--- src/sv/ksa_pkg.sv ---
// Shared types and codes for the key-to-slot allocator.
package ksa_pkg;

  localparam int unsigned KEY_W      = 32;
  localparam logic [31:0] KEY_INVERT = 32'hFFFF_FFFF;

  // Request codes carried on the request type field
  typedef enum logic [2:0] {
    REQ_MAP        = 3'd0,
    REQ_UNMAP      = 3'd1,
    REQ_MAP_INV    = 3'd2,
    REQ_UNMAP_INV  = 3'd3,
    REQ_DERIVE     = 3'd4
  } req_t;

  // Result status codes
  typedef enum logic [2:0] {
    ST_EXISTING  = 3'd0,
    ST_NEW       = 3'd1,
    ST_FULL      = 3'd2,
    ST_UNMAPPED  = 3'd3,
    ST_NOT_FOUND = 3'd4
  } status_t;

  // Sequencer states, one-hot
  typedef enum logic [5:0] {
    S_IDLE = 6'b000001,
    S_SRC  = 6'b000010,
    S_READ = 6'b000100,
    S_CMP  = 6'b001000,
    S_DONE = 6'b010000,
    S_BAD  = 6'b100000
  } state_t;

  // Flags reported by the scan compare unit
  typedef struct packed {
    logic hit;
    logic empty;
  } scan_flags_t;

endpackage

--- src/sv/ksa_table.sv ---
// Slot key memory with per-slot valid bits and a registered read port.
module ksa_table #(
  parameter int SLOT_COUNT = 16,
  parameter int IW         = 4
) (
  input  logic                        clk,
  input  logic                        rst_n,
  input  logic                        rd_en,
  input  logic [IW-1:0]               rd_addr,
  output logic [ksa_pkg::KEY_W-1:0]   rd_data,
  input  logic                        wr_en,
  input  logic                        wr_set,
  input  logic [IW-1:0]               wr_addr,
  input  logic [ksa_pkg::KEY_W-1:0]   wr_data
);

  logic [ksa_pkg::KEY_W-1:0] mem [SLOT_COUNT];
  logic [SLOT_COUNT-1:0]     vld_r;
  logic [ksa_pkg::KEY_W-1:0] rd_data_r;
  logic                      rd_vld_r;

  // Write the key store; valid bits mark written slots
  always_ff @(posedge clk) begin
    if (wr_en && wr_set) begin
      mem[wr_addr] <= wr_data;
    end
  end

  always_ff @(posedge clk) begin
    if (!rst_n) begin
      vld_r <= '0;
    end else if (wr_en) begin
      vld_r[wr_addr] <= wr_set;
    end
  end

  // Registered read; a slot never written reads as empty
  always_ff @(posedge clk) begin
    if (rd_en) begin
      rd_data_r <= mem[rd_addr];
      rd_vld_r  <= vld_r[rd_addr];
    end
  end

  assign rd_data = rd_vld_r ? rd_data_r : '0;

endmodule

--- src/sv/ksa_match.sv ---
// Compare unit: records the lowest matching slot and lowest empty slot.
module ksa_match #(
  parameter int IW = 4
) (
  input  logic                       clk,
  input  logic                       rst_n,
  input  logic                       clr,
  input  logic                       step,
  input  logic [IW-1:0]              idx,
  input  logic [ksa_pkg::KEY_W-1:0]  data,
  input  logic [ksa_pkg::KEY_W-1:0]  key,
  output ksa_pkg::scan_flags_t       flags,
  output logic [IW-1:0]              hit_idx,
  output logic [IW-1:0]              empty_idx
);

  logic          hit_r;
  logic          empty_r;
  logic [IW-1:0] hit_idx_r;
  logic [IW-1:0] empty_idx_r;

  // Keep the first hit and first empty slot seen in the scan
  always_ff @(posedge clk) begin
    if (!rst_n || clr) begin
      hit_r   <= 1'b0;
      empty_r <= 1'b0;
    end else if (step) begin
      if (!hit_r && (data == key)) begin
        hit_r     <= 1'b1;
        hit_idx_r <= idx;
      end
      if (!empty_r && (data == '0)) begin
        empty_r     <= 1'b1;
        empty_idx_r <= idx;
      end
    end
  end

  assign flags.hit   = hit_r;
  assign flags.empty = empty_r;
  assign hit_idx     = hit_idx_r;
  assign empty_idx   = empty_idx_r;

endmodule

--- src/sv/key_to_slot_allocator_unit.sv ---
// Top level: request sequencer, table scan and result register.
//
//  Channel   Ports                                   Handshake
//  --------  --------------------------------------  ---------------------------
//  request   in_req_type, in_key, in_slot_index      start high while busy low
//  result    out_slot, out_status                    out_valid, one cycle, no stall
//
// A request scans every slot in turn, reading it (S_READ) and then comparing
// it (S_CMP), then decides and updates the table in S_DONE; a derive first
// reads its source slot in S_SRC. Bad requests finish through S_BAD.
// The result strobes the cycle after the decision; busy is low in that cycle.
// Synchronous reset empties the table at once through its valid bits.
module key_to_slot_allocator_unit #(
  parameter int SLOT_COUNT = 16
) (
  input  logic        clk,
  input  logic        rst_n,
  input  logic        start,
  output logic        busy,
  input  logic [2:0]  in_req_type,
  input  logic [31:0] in_key,
  input  logic [3:0]  in_slot_index,
  output logic        out_valid,
  output logic [3:0]  out_slot,
  output logic [2:0]  out_status
);

  localparam int IW = (SLOT_COUNT > 1) ? $clog2(SLOT_COUNT) : 1;
  localparam logic [IW-1:0] LAST = IW'(SLOT_COUNT - 1);

  ksa_pkg::state_t           state_r, state_nxt;
  logic [IW-1:0]             cnt_r, cnt_nxt;
  logic [31:0]               key_r, key_nxt;
  logic                      map_r, map_nxt;
  logic                      out_valid_r;
  logic [3:0]                out_slot_r;
  ksa_pkg::status_t          out_status_r;

  logic                      accept;
  logic                      src_ok;
  logic                      rd_en;
  logic [IW-1:0]             rd_addr;
  logic [31:0]               rd_data;
  logic                      wr_en;
  logic                      wr_set;
  logic [IW-1:0]             wr_addr;
  ksa_pkg::scan_flags_t      flags;
  logic [IW-1:0]             hit_idx;
  logic [IW-1:0]             empty_idx;

  assign accept = start && !busy;
  assign busy   = (state_r != ksa_pkg::S_IDLE);
  assign src_ok = (32'(in_slot_index) < SLOT_COUNT);

  // Sequence one transaction through source read, scan and decision
  always_comb begin
    state_nxt = state_r;
    cnt_nxt   = cnt_r;
    key_nxt   = key_r;
    map_nxt   = map_r;
    case (state_r)
      ksa_pkg::S_IDLE: begin
        if (accept) begin
          cnt_nxt = '0;
          case (in_req_type)
            ksa_pkg::REQ_MAP: begin
              key_nxt = in_key; map_nxt = 1'b1; state_nxt = ksa_pkg::S_READ;
            end
            ksa_pkg::REQ_UNMAP: begin
              key_nxt = in_key; map_nxt = 1'b0; state_nxt = ksa_pkg::S_READ;
            end
            ksa_pkg::REQ_MAP_INV: begin
              key_nxt   = in_key ^ ksa_pkg::KEY_INVERT;
              map_nxt   = 1'b1;
              state_nxt = ksa_pkg::S_READ;
            end
            ksa_pkg::REQ_UNMAP_INV: begin
              key_nxt   = in_key ^ ksa_pkg::KEY_INVERT;
              map_nxt   = 1'b0;
              state_nxt = ksa_pkg::S_READ;
            end
            ksa_pkg::REQ_DERIVE: begin
              map_nxt   = 1'b1;
              state_nxt = src_ok ? ksa_pkg::S_SRC : ksa_pkg::S_BAD;
            end
            default: state_nxt = ksa_pkg::S_BAD;
          endcase
        end
      end
      ksa_pkg::S_SRC: begin
        key_nxt   = rd_data ^ ksa_pkg::KEY_INVERT;
        state_nxt = ksa_pkg::S_READ;
      end
      ksa_pkg::S_READ: state_nxt = ksa_pkg::S_CMP;
      ksa_pkg::S_CMP: begin
        if (cnt_r == LAST) begin
          state_nxt = ksa_pkg::S_DONE;
        end else begin
          cnt_nxt   = cnt_r + 1'b1;
          state_nxt = ksa_pkg::S_READ;
        end
      end
      ksa_pkg::S_DONE: state_nxt = ksa_pkg::S_IDLE;
      ksa_pkg::S_BAD:  state_nxt = ksa_pkg::S_IDLE;
      default:         state_nxt = ksa_pkg::S_IDLE;
    endcase
  end

  always_ff @(posedge clk) begin
    if (!rst_n) begin
      state_r <= ksa_pkg::S_IDLE;
      cnt_r   <= '0;
      map_r   <= 1'b0;
    end else begin
      state_r <= state_nxt;
      cnt_r   <= cnt_nxt;
      map_r   <= map_nxt;
    end
  end

  always_ff @(posedge clk) begin
    key_r <= key_nxt;
  end

  // Read port: source slot at accept of a derive, else the scan address
  assign rd_en   = (accept && (in_req_type == ksa_pkg::REQ_DERIVE) && src_ok)
                 || (state_r == ksa_pkg::S_READ);
  assign rd_addr = (state_r == ksa_pkg::S_READ) ? cnt_r : IW'(in_slot_index);

  // Update the table at the decision step
  always_comb begin
    wr_en   = 1'b0;
    wr_set  = 1'b0;
    wr_addr = empty_idx;
    if (state_r == ksa_pkg::S_DONE) begin
      if (map_r) begin
        wr_en   = !flags.hit && flags.empty;
        wr_set  = 1'b1;
        wr_addr = empty_idx;
      end else begin
        wr_en   = flags.hit;
        wr_set  = 1'b0;
        wr_addr = hit_idx;
      end
    end
  end

  ksa_table #(
    .SLOT_COUNT (SLOT_COUNT),
    .IW         (IW)
  ) u_table (
    .clk     (clk),
    .rst_n   (rst_n),
    .rd_en   (rd_en),
    .rd_addr (rd_addr),
    .rd_data (rd_data),
    .wr_en   (wr_en),
    .wr_set  (wr_set),
    .wr_addr (wr_addr),
    .wr_data (key_r)
  );

  ksa_match #(
    .IW (IW)
  ) u_match (
    .clk       (clk),
    .rst_n     (rst_n),
    .clr       (accept),
    .step      (state_r == ksa_pkg::S_CMP),
    .idx       (cnt_r),
    .data      (rd_data),
    .key       (key_r),
    .flags     (flags),
    .hit_idx   (hit_idx),
    .empty_idx (empty_idx)
  );

  // Register the result and strobe it for one cycle
  always_ff @(posedge clk) begin
    if (!rst_n) begin
      out_valid_r <= 1'b0;
    end else begin
      out_valid_r <= (state_r == ksa_pkg::S_DONE) || (state_r == ksa_pkg::S_BAD);
    end
  end

  always_ff @(posedge clk) begin
    if (state_r == ksa_pkg::S_BAD) begin
      out_slot_r   <= 4'd0;
      out_status_r <= ksa_pkg::ST_NOT_FOUND;
    end else if (state_r == ksa_pkg::S_DONE) begin
      if (map_r) begin
        if (flags.hit) begin
          out_slot_r   <= 4'(hit_idx);
          out_status_r <= ksa_pkg::ST_EXISTING;
        end else if (flags.empty) begin
          out_slot_r   <= 4'(empty_idx);
          out_status_r <= ksa_pkg::ST_NEW;
        end else begin
          out_slot_r   <= 4'd0;
          out_status_r <= ksa_pkg::ST_FULL;
        end
      end else if (flags.hit) begin
        out_slot_r   <= 4'(hit_idx);
        out_status_r <= ksa_pkg::ST_UNMAPPED;
      end else begin
        out_slot_r   <= 4'd0;
        out_status_r <= ksa_pkg::ST_NOT_FOUND;
      end
    end
  end

  assign out_valid  = out_valid_r;
  assign out_slot   = out_slot_r;
  assign out_status = out_status_r;

endmodule

--- config.mk ---
export PLATFORM = sky130hd
export DESIGN_NAME = key_to_slot_allocator_unit
export DESIGN_NICKNAME = d
export VERILOG_FILES = /design/src/sv/ksa_pkg.sv /design/src/sv/ksa_table.sv /design/src/sv/ksa_match.sv /design/src/sv/key_to_slot_allocator_unit.sv
export SDC_FILE = /design/constraint.sdc
export NUM_CORES = 1
export LEC_CHECK = 0
export BUFFER_PORTS_ARGS = -buffer_cell sky130_fd_sc_hd__clkbuf_2
export CAP_MARGIN = 40
export CELL_PAD_IN_SITES_DETAIL_PLACEMENT = 0
export CELL_PAD_IN_SITES_GLOBAL_PLACEMENT = 1
export CORE_MARGIN = 2
export CORE_UTILIZATION = 45
export CTS_CLUSTER_DIAMETER = 120
export CTS_CLUSTER_SIZE = 30
export DETAILED_ROUTE_END_ITERATION = 7
export PLACE_DENSITY = 0.78
export SLEW_MARGIN = 10
export SYNTH_ARGS = -nofsm -noshare
export SYNTH_HDL_FRONTEND = slang
export SYNTH_HIERARCHICAL = 1
export SYNTH_SLANG_ARGS = --single-unit
--- constraint.sdc ---
create_clock -name clk -period 4.1 [get_ports clk]
set_input_delay 0 -clock clk [delete_from_list [all_inputs] [get_ports clk]]
set_output_delay 0 -clock clk [all_outputs]
set_load 0.02 [all_outputs]
After elaboration in Yosys (flattened, before gate mapping). Memories as Yosys holds them, arrays and structs flattened. A register that Yosys moved wholly into a read port is not among the register bits. Cells that the tools add are included.

Add/sub/neg operators: 1. Order comparisons: 3. Eq/ne operators: 16. Multiplexer cells: 34. Bitwise gates (word level): 3. Reduce and logical (&&, ||, !) cells: 31.

Operators by type and width (count): case mux 32 bit (2 select lines) (2); two-way mux 32 bit (2); NOT 32 bit (2); two-way mux 4 bit (9); == test 32 bit (1); zero test 32 bit (1); case mux 6 bit (4 select lines) (1); bitwise mux 16 bit (1); AND reduction 3 bit (5); case mux 6 bit (2 select lines) (1); < comparator 4 x 5 -> 1 bit (second input constant) (2); two-way mux 1 bit (8); case mux 4 bit (2 select lines) (1); logical AND 1 bit (7); == test 3 x 2 -> 1 bit (second input constant) (2); == test 6 x 1 -> 1 bit (second input constant) (1); == test 6 x 2 -> 1 bit (second input constant) (1); == test 6 x 3 -> 1 bit (second input constant) (1); == test 6 x 4 -> 1 bit (second input constant) (1); == test 6 x 5 -> 1 bit (second input constant) (1); == test 6 bit (second input constant) (1); two-way mux 3 bit (2); two-way mux 6 bit (1); != test 6 x 1 -> 1 bit (second input constant) (1); other kinds (21) (33).

Register bits: 78. Memory bits (writable): 512. Output and inout port bits: 9. Logic and storage cells: 102. Memories: 1.

Memories: u_table.mem (depth 16, width 32, read ports 1, clocked after memory_dff 1, wr ports 1, RTL line ksa_table.sv:17) `logic [ksa_pkg::KEY_W-1:0] mem [SLOT_COUNT];`.

Longest topological paths before layout.
Word-level depth: 7. Mapped depth: 9. Mapped depth without buffers: 8.

Hierarchy. The synthesis kept the hierarchy.

By module, submodules not included: ksa_table (instances 1, cells each 962, area each 21194.1 µm², seq. area each 16686.0 µm²); key_to_slot_allocator_unit (instances 1, cells each 267, area each 2645.0 µm², seq. area each 1341.3 µm²); ksa_match (instances 1, cells each 73, area each 753.2 µm², seq. area each 280.3 µm²).

Worst setup path after synthesis. Ideal clock, no wire load.

Kind: reg-to-reg. From: reg state_r[2]. To: mem u_table/mem[4][0] in the netlist's numbering, enable pin. Arrival: 3.245 ns. Path slack: 0.434 ns. Cell stages (with the launch flop): 9. Path buffers: 2. Path through: dfxtp_1 > buf_6 > nor2_1 > nand4b_1 > nor2_1 > mux2_2 > clkbuf_1 > or3b_1 > nor2_1.

Elaborated cells on any way between the ends: 7. Classes of those cells: 1 x eq/ne; 5 x mux; 1 x reduce/logical.

RTL lines: start, declared (RTL line key_to_slot_allocator_unit.sv:31) `ksa_pkg::state_t state_r, state_nxt;`; start signal, assigned (RTL line key_to_slot_allocator_unit.sv:111) `state_r <= ksa_pkg::S_IDLE;`; start signal, assigned (RTL line key_to_slot_allocator_unit.sv:115) `state_r <= state_nxt;`; == test 6 x 5 -> 1 bit (RTL line key_to_slot_allocator_unit.sv:135) `if (state_r == ksa_pkg::S_DONE) begin`; two-way mux 4 bit (RTL line key_to_slot_allocator_unit.sv:135); net wr_addr[0] (RTL line key_to_slot_allocator_unit.sv:46) `logic [IW-1:0] wr_addr;`; end, declared (RTL line ksa_table.sv:17).

The timed path passes the listed nets, and every way through them passes these cells.

Final worst setup path.
From: reg state_r[5]. To: reg u_table/rd_data_r[21] in the netlist's numbering, read port of u_table.mem (data pin).

Elaborated cells on any way between the ends: 7. Classes of those cells: 2 x eq/ne; 1 x mux; 4 x reduce/logical.

RTL lines: == test 6 x 3 -> 1 bit (RTL line key_to_slot_allocator_unit.sv:128) `assign rd_addr = (state_r == ksa_pkg::S_READ) ? cnt_r : IW'(in_slot_index);`; two-way mux 4 bit (RTL line key_to_slot_allocator_unit.sv:128); net rd_addr[0] (RTL line key_to_slot_allocator_unit.sv:42) `logic [IW-1:0] rd_addr;`; end, declared (RTL line ksa_table.sv:19) `logic [ksa_pkg::KEY_W-1:0] rd_data_r;`.

The timed path passes the listed nets, and every way through them passes these cells. A chain may end at the register's enable or synchronous reset.

==> metrics.yaml <==
cts_tree: "yes"
powerDensity_nw_per_um2: 401.0
finClkSkew_ns: 0.03121
drc: 0
path_max_fanout: 38
critPathSlowestCell: "mux2_8"
synth_edf_count: 585
viasPerCell: 6.023
die_y_um: 237.8
hold_viol: 0
htreeDepth: 1
area_growth_syn_to_layout_pct: 9.992
post_cts_resized: 0
root_buffer: "clkbuf_16"
timing.slew.headroom_pct: 42.27
finalMaxSlewViolations: 0
synthFlopType: "edfxtp_1"
ys_types: 53
nets: 1439
timing.final.crit_share_pct: 85.60
syn_inst: 1302
finalSetupViolations: 0
avgRoutedWirePerCell_um: 26.88
worst_skew_pair.late_latency_ns: 0.59
crit_path_cell_trace: "nor2_1 > nand4b_1 > mux2_8 > buf_12 > mux4_2 > a22oi_1 > nand2_1"
num_io_pins: 51
synth.top_cells.by_count: "edfxtp_1 (585), mux4_2 (132), nand2_1 (93)"
hold_path.class: "in2reg"
fmax_ghz: 0.2849
grt_pass1_vias: 12530
drtIter0Drc: 1606
syn_avg_cell_area_um2: 18.89
wl_met3_um: 4407
ant_nets: 0
synth_area_leaders: "edfxtp_1 (71%), mux4_2 (12%), dfxtp_1 (3.0%)"
cp-start-kind: "flip-flop"
wl_met2_um: 27770
fin_tns_setup_ns: 0
rsz0062_at_grt: "false"
crit_type: "reg2reg"
synth.most_common_cell: "edfxtp_1"
routed_wl_um: 56480
die_x_um: 237.8
cts_buffer_depth: 3
regToRegSetupSlack_ns: 0.59
track_usage_pct: 20.07
dieArea_um2: 56530
antenna_found_initial: 1
clk_pin_slew_worst_paths_ns: 0.12
critPathRequiredTime_ns: 4.44
dp_hpwl_um: 32420
rows: 85
async_reset_ff_share_pct: 0
numCtsBuffers: 24
wl_met1_um: 23040
netlist_area_um2: 24590
period_needed_ns: 3.509
ir_drop_uv: 287.5
outcome: "finished clean"
gp_congestion: 0.8203
fp.coreArea_um2: 53920
leakage_uw: 0.008724
cap_viol_max_count: 0
port_buffers: 50
whs_ns: 0.2877
clock_sinks: 622
layout-drive-gt1-share_pct: 20.93
yosys.area.top_type_share_pct: 71.43
grt_max_degree: 66
ys_ff_latch: 622
synth_nets: 1345
highest_layer: "met5"
ys_seq_area_share_pct: 74.44
end_kind: "flip-flop"
slowest_delay_ns: 0.73
worst_pin_slew_ns: 0.8659
initial_core_util_pct: 45.61
yosys_warnings: 6
vias: 12660
grt_overflow: 0
yosys.area.top_type: "edfxtp_1"
dr.pass1.iters: 7
antenna_cells: 0
grt_pass1_wl_um: 82700
crit_arrival_ns: 3.84
-- worst max-delay path: cells and delay by family, from the launching register on --
kind,cells,cell delay [ns]
flip-flops,1,0.40
multiplexers,2,1.27
AO/OA/AOI/OAI,1,0.29
AND/OR/NAND/NOR,3,0.85
buffers and inverters,1,0.37
-- area by class of cell --
type / instances / area [µm²]
multi-input combinational: 588 / 5908
inverter: 23 / 86.33
timing repair buffer: 137 / 1209
clock buffer: 33 / 655.6
clock inverter: 2 / 12.51
tap: 696 / 870.8
fill: 4258 / 26870
sequential: 622 / 18310
-- layout by cell type (no fill, tap or decap), types with 29 or more instances in the layout --
cell type / n
xnor2_1: 31
o21ai_0: 55
dlygate4sd3_1: 42
clkbuf_2: 50
mux4_2: 132
xor2_1: 34
nand2_1: 92
dfxtp_1: 37
buf_4: 29
a22oi_1: 66
edfxtp_1: 585
and2_1: 33
-- through the flow --
stage          utilization (%)  cells  setup WS (ns)  total power, µW  area, µm²
4_1_cts                  50.17   2101         0.6563            10920      27050
6_report                 50.17   2101         0.5906            10850      27050
5_1_grt                  50.17   2101         0.3582            11170      27050
2_1_floorplan                -   1302         0.4343             7772      24590
3_3_place_gp             48.11   2023         0.8054             8017      25940
3_5_place_dp             48.15   2024         0.6755             8039      25960
-- worst paths after layout --
path,start,to,cells past startpoint
setup / recovery,state_r[5],u_table/rd_data_r[21],7
hold / removal,in_slot_index[2],u_table/rd_data_r[1],5
setup reg to reg,state_r[5],u_table/rd_data_r[21],7
hold reg to reg,u_table/vld_r[5],u_table/vld_r[5],2
-- cell families (layout without fill, tap and decap cells) --
family / count (synthesis) / in the layout / synth area share [%]
DFF: 622 / 622 / 74.44
and+or+nand+nor: 215 / 215 / 4.548
AOI/OAI and AO/OA: 162 / 162 / 4.116
muxes: 145 / 145 / 12.66
buffers and inverters: 92 / 195 / 1.867
xor gates and xnor gates: 65 / 65 / 2.315
adders and majority gates: 1 / 1 / 0.05087
-- repair_timing --
| item | CTS | global route |
|---|---|---|
| hold buffers | 42 | 0 |
| hold endpoints to repair | 46 | 0 |
| buffers inserted | 0 | 0 |
-- per-layer routing --
layer | GRT usage, % | up-vias
met1 | 27.85 | 6681
met5 | 0 | -
met4 | 4.688 | 2
li1 | - | 5358
met2 | 33.92 | 537
met3 | 2.787 | 77
-- state kept, by name, summed over array words and instances (netlist names), 3 cells and up --
register,count
u_match/hit_idx,4
out_slot,4
out_status,3
key_r,32
u_table/mem,512
state_r,6
cnt_r,4
u_table/vld_r,16
u_match/empty_idx,4
u_table/rd_data_r,32
-- report_power, final --
group / internal [µW] / leakage, µW / total (µW) / switching (µW)
logic: 343 / 0.00283 / 762 / 420
registers: 7040 / 0.00557 / 7160 / 122
clock network: 1130 / 0.000322 / 2920 / 1790
total: 8520 / 0.00872 / 10800 / 2330
Note: power is estimated with default switching activity, not from simulation.
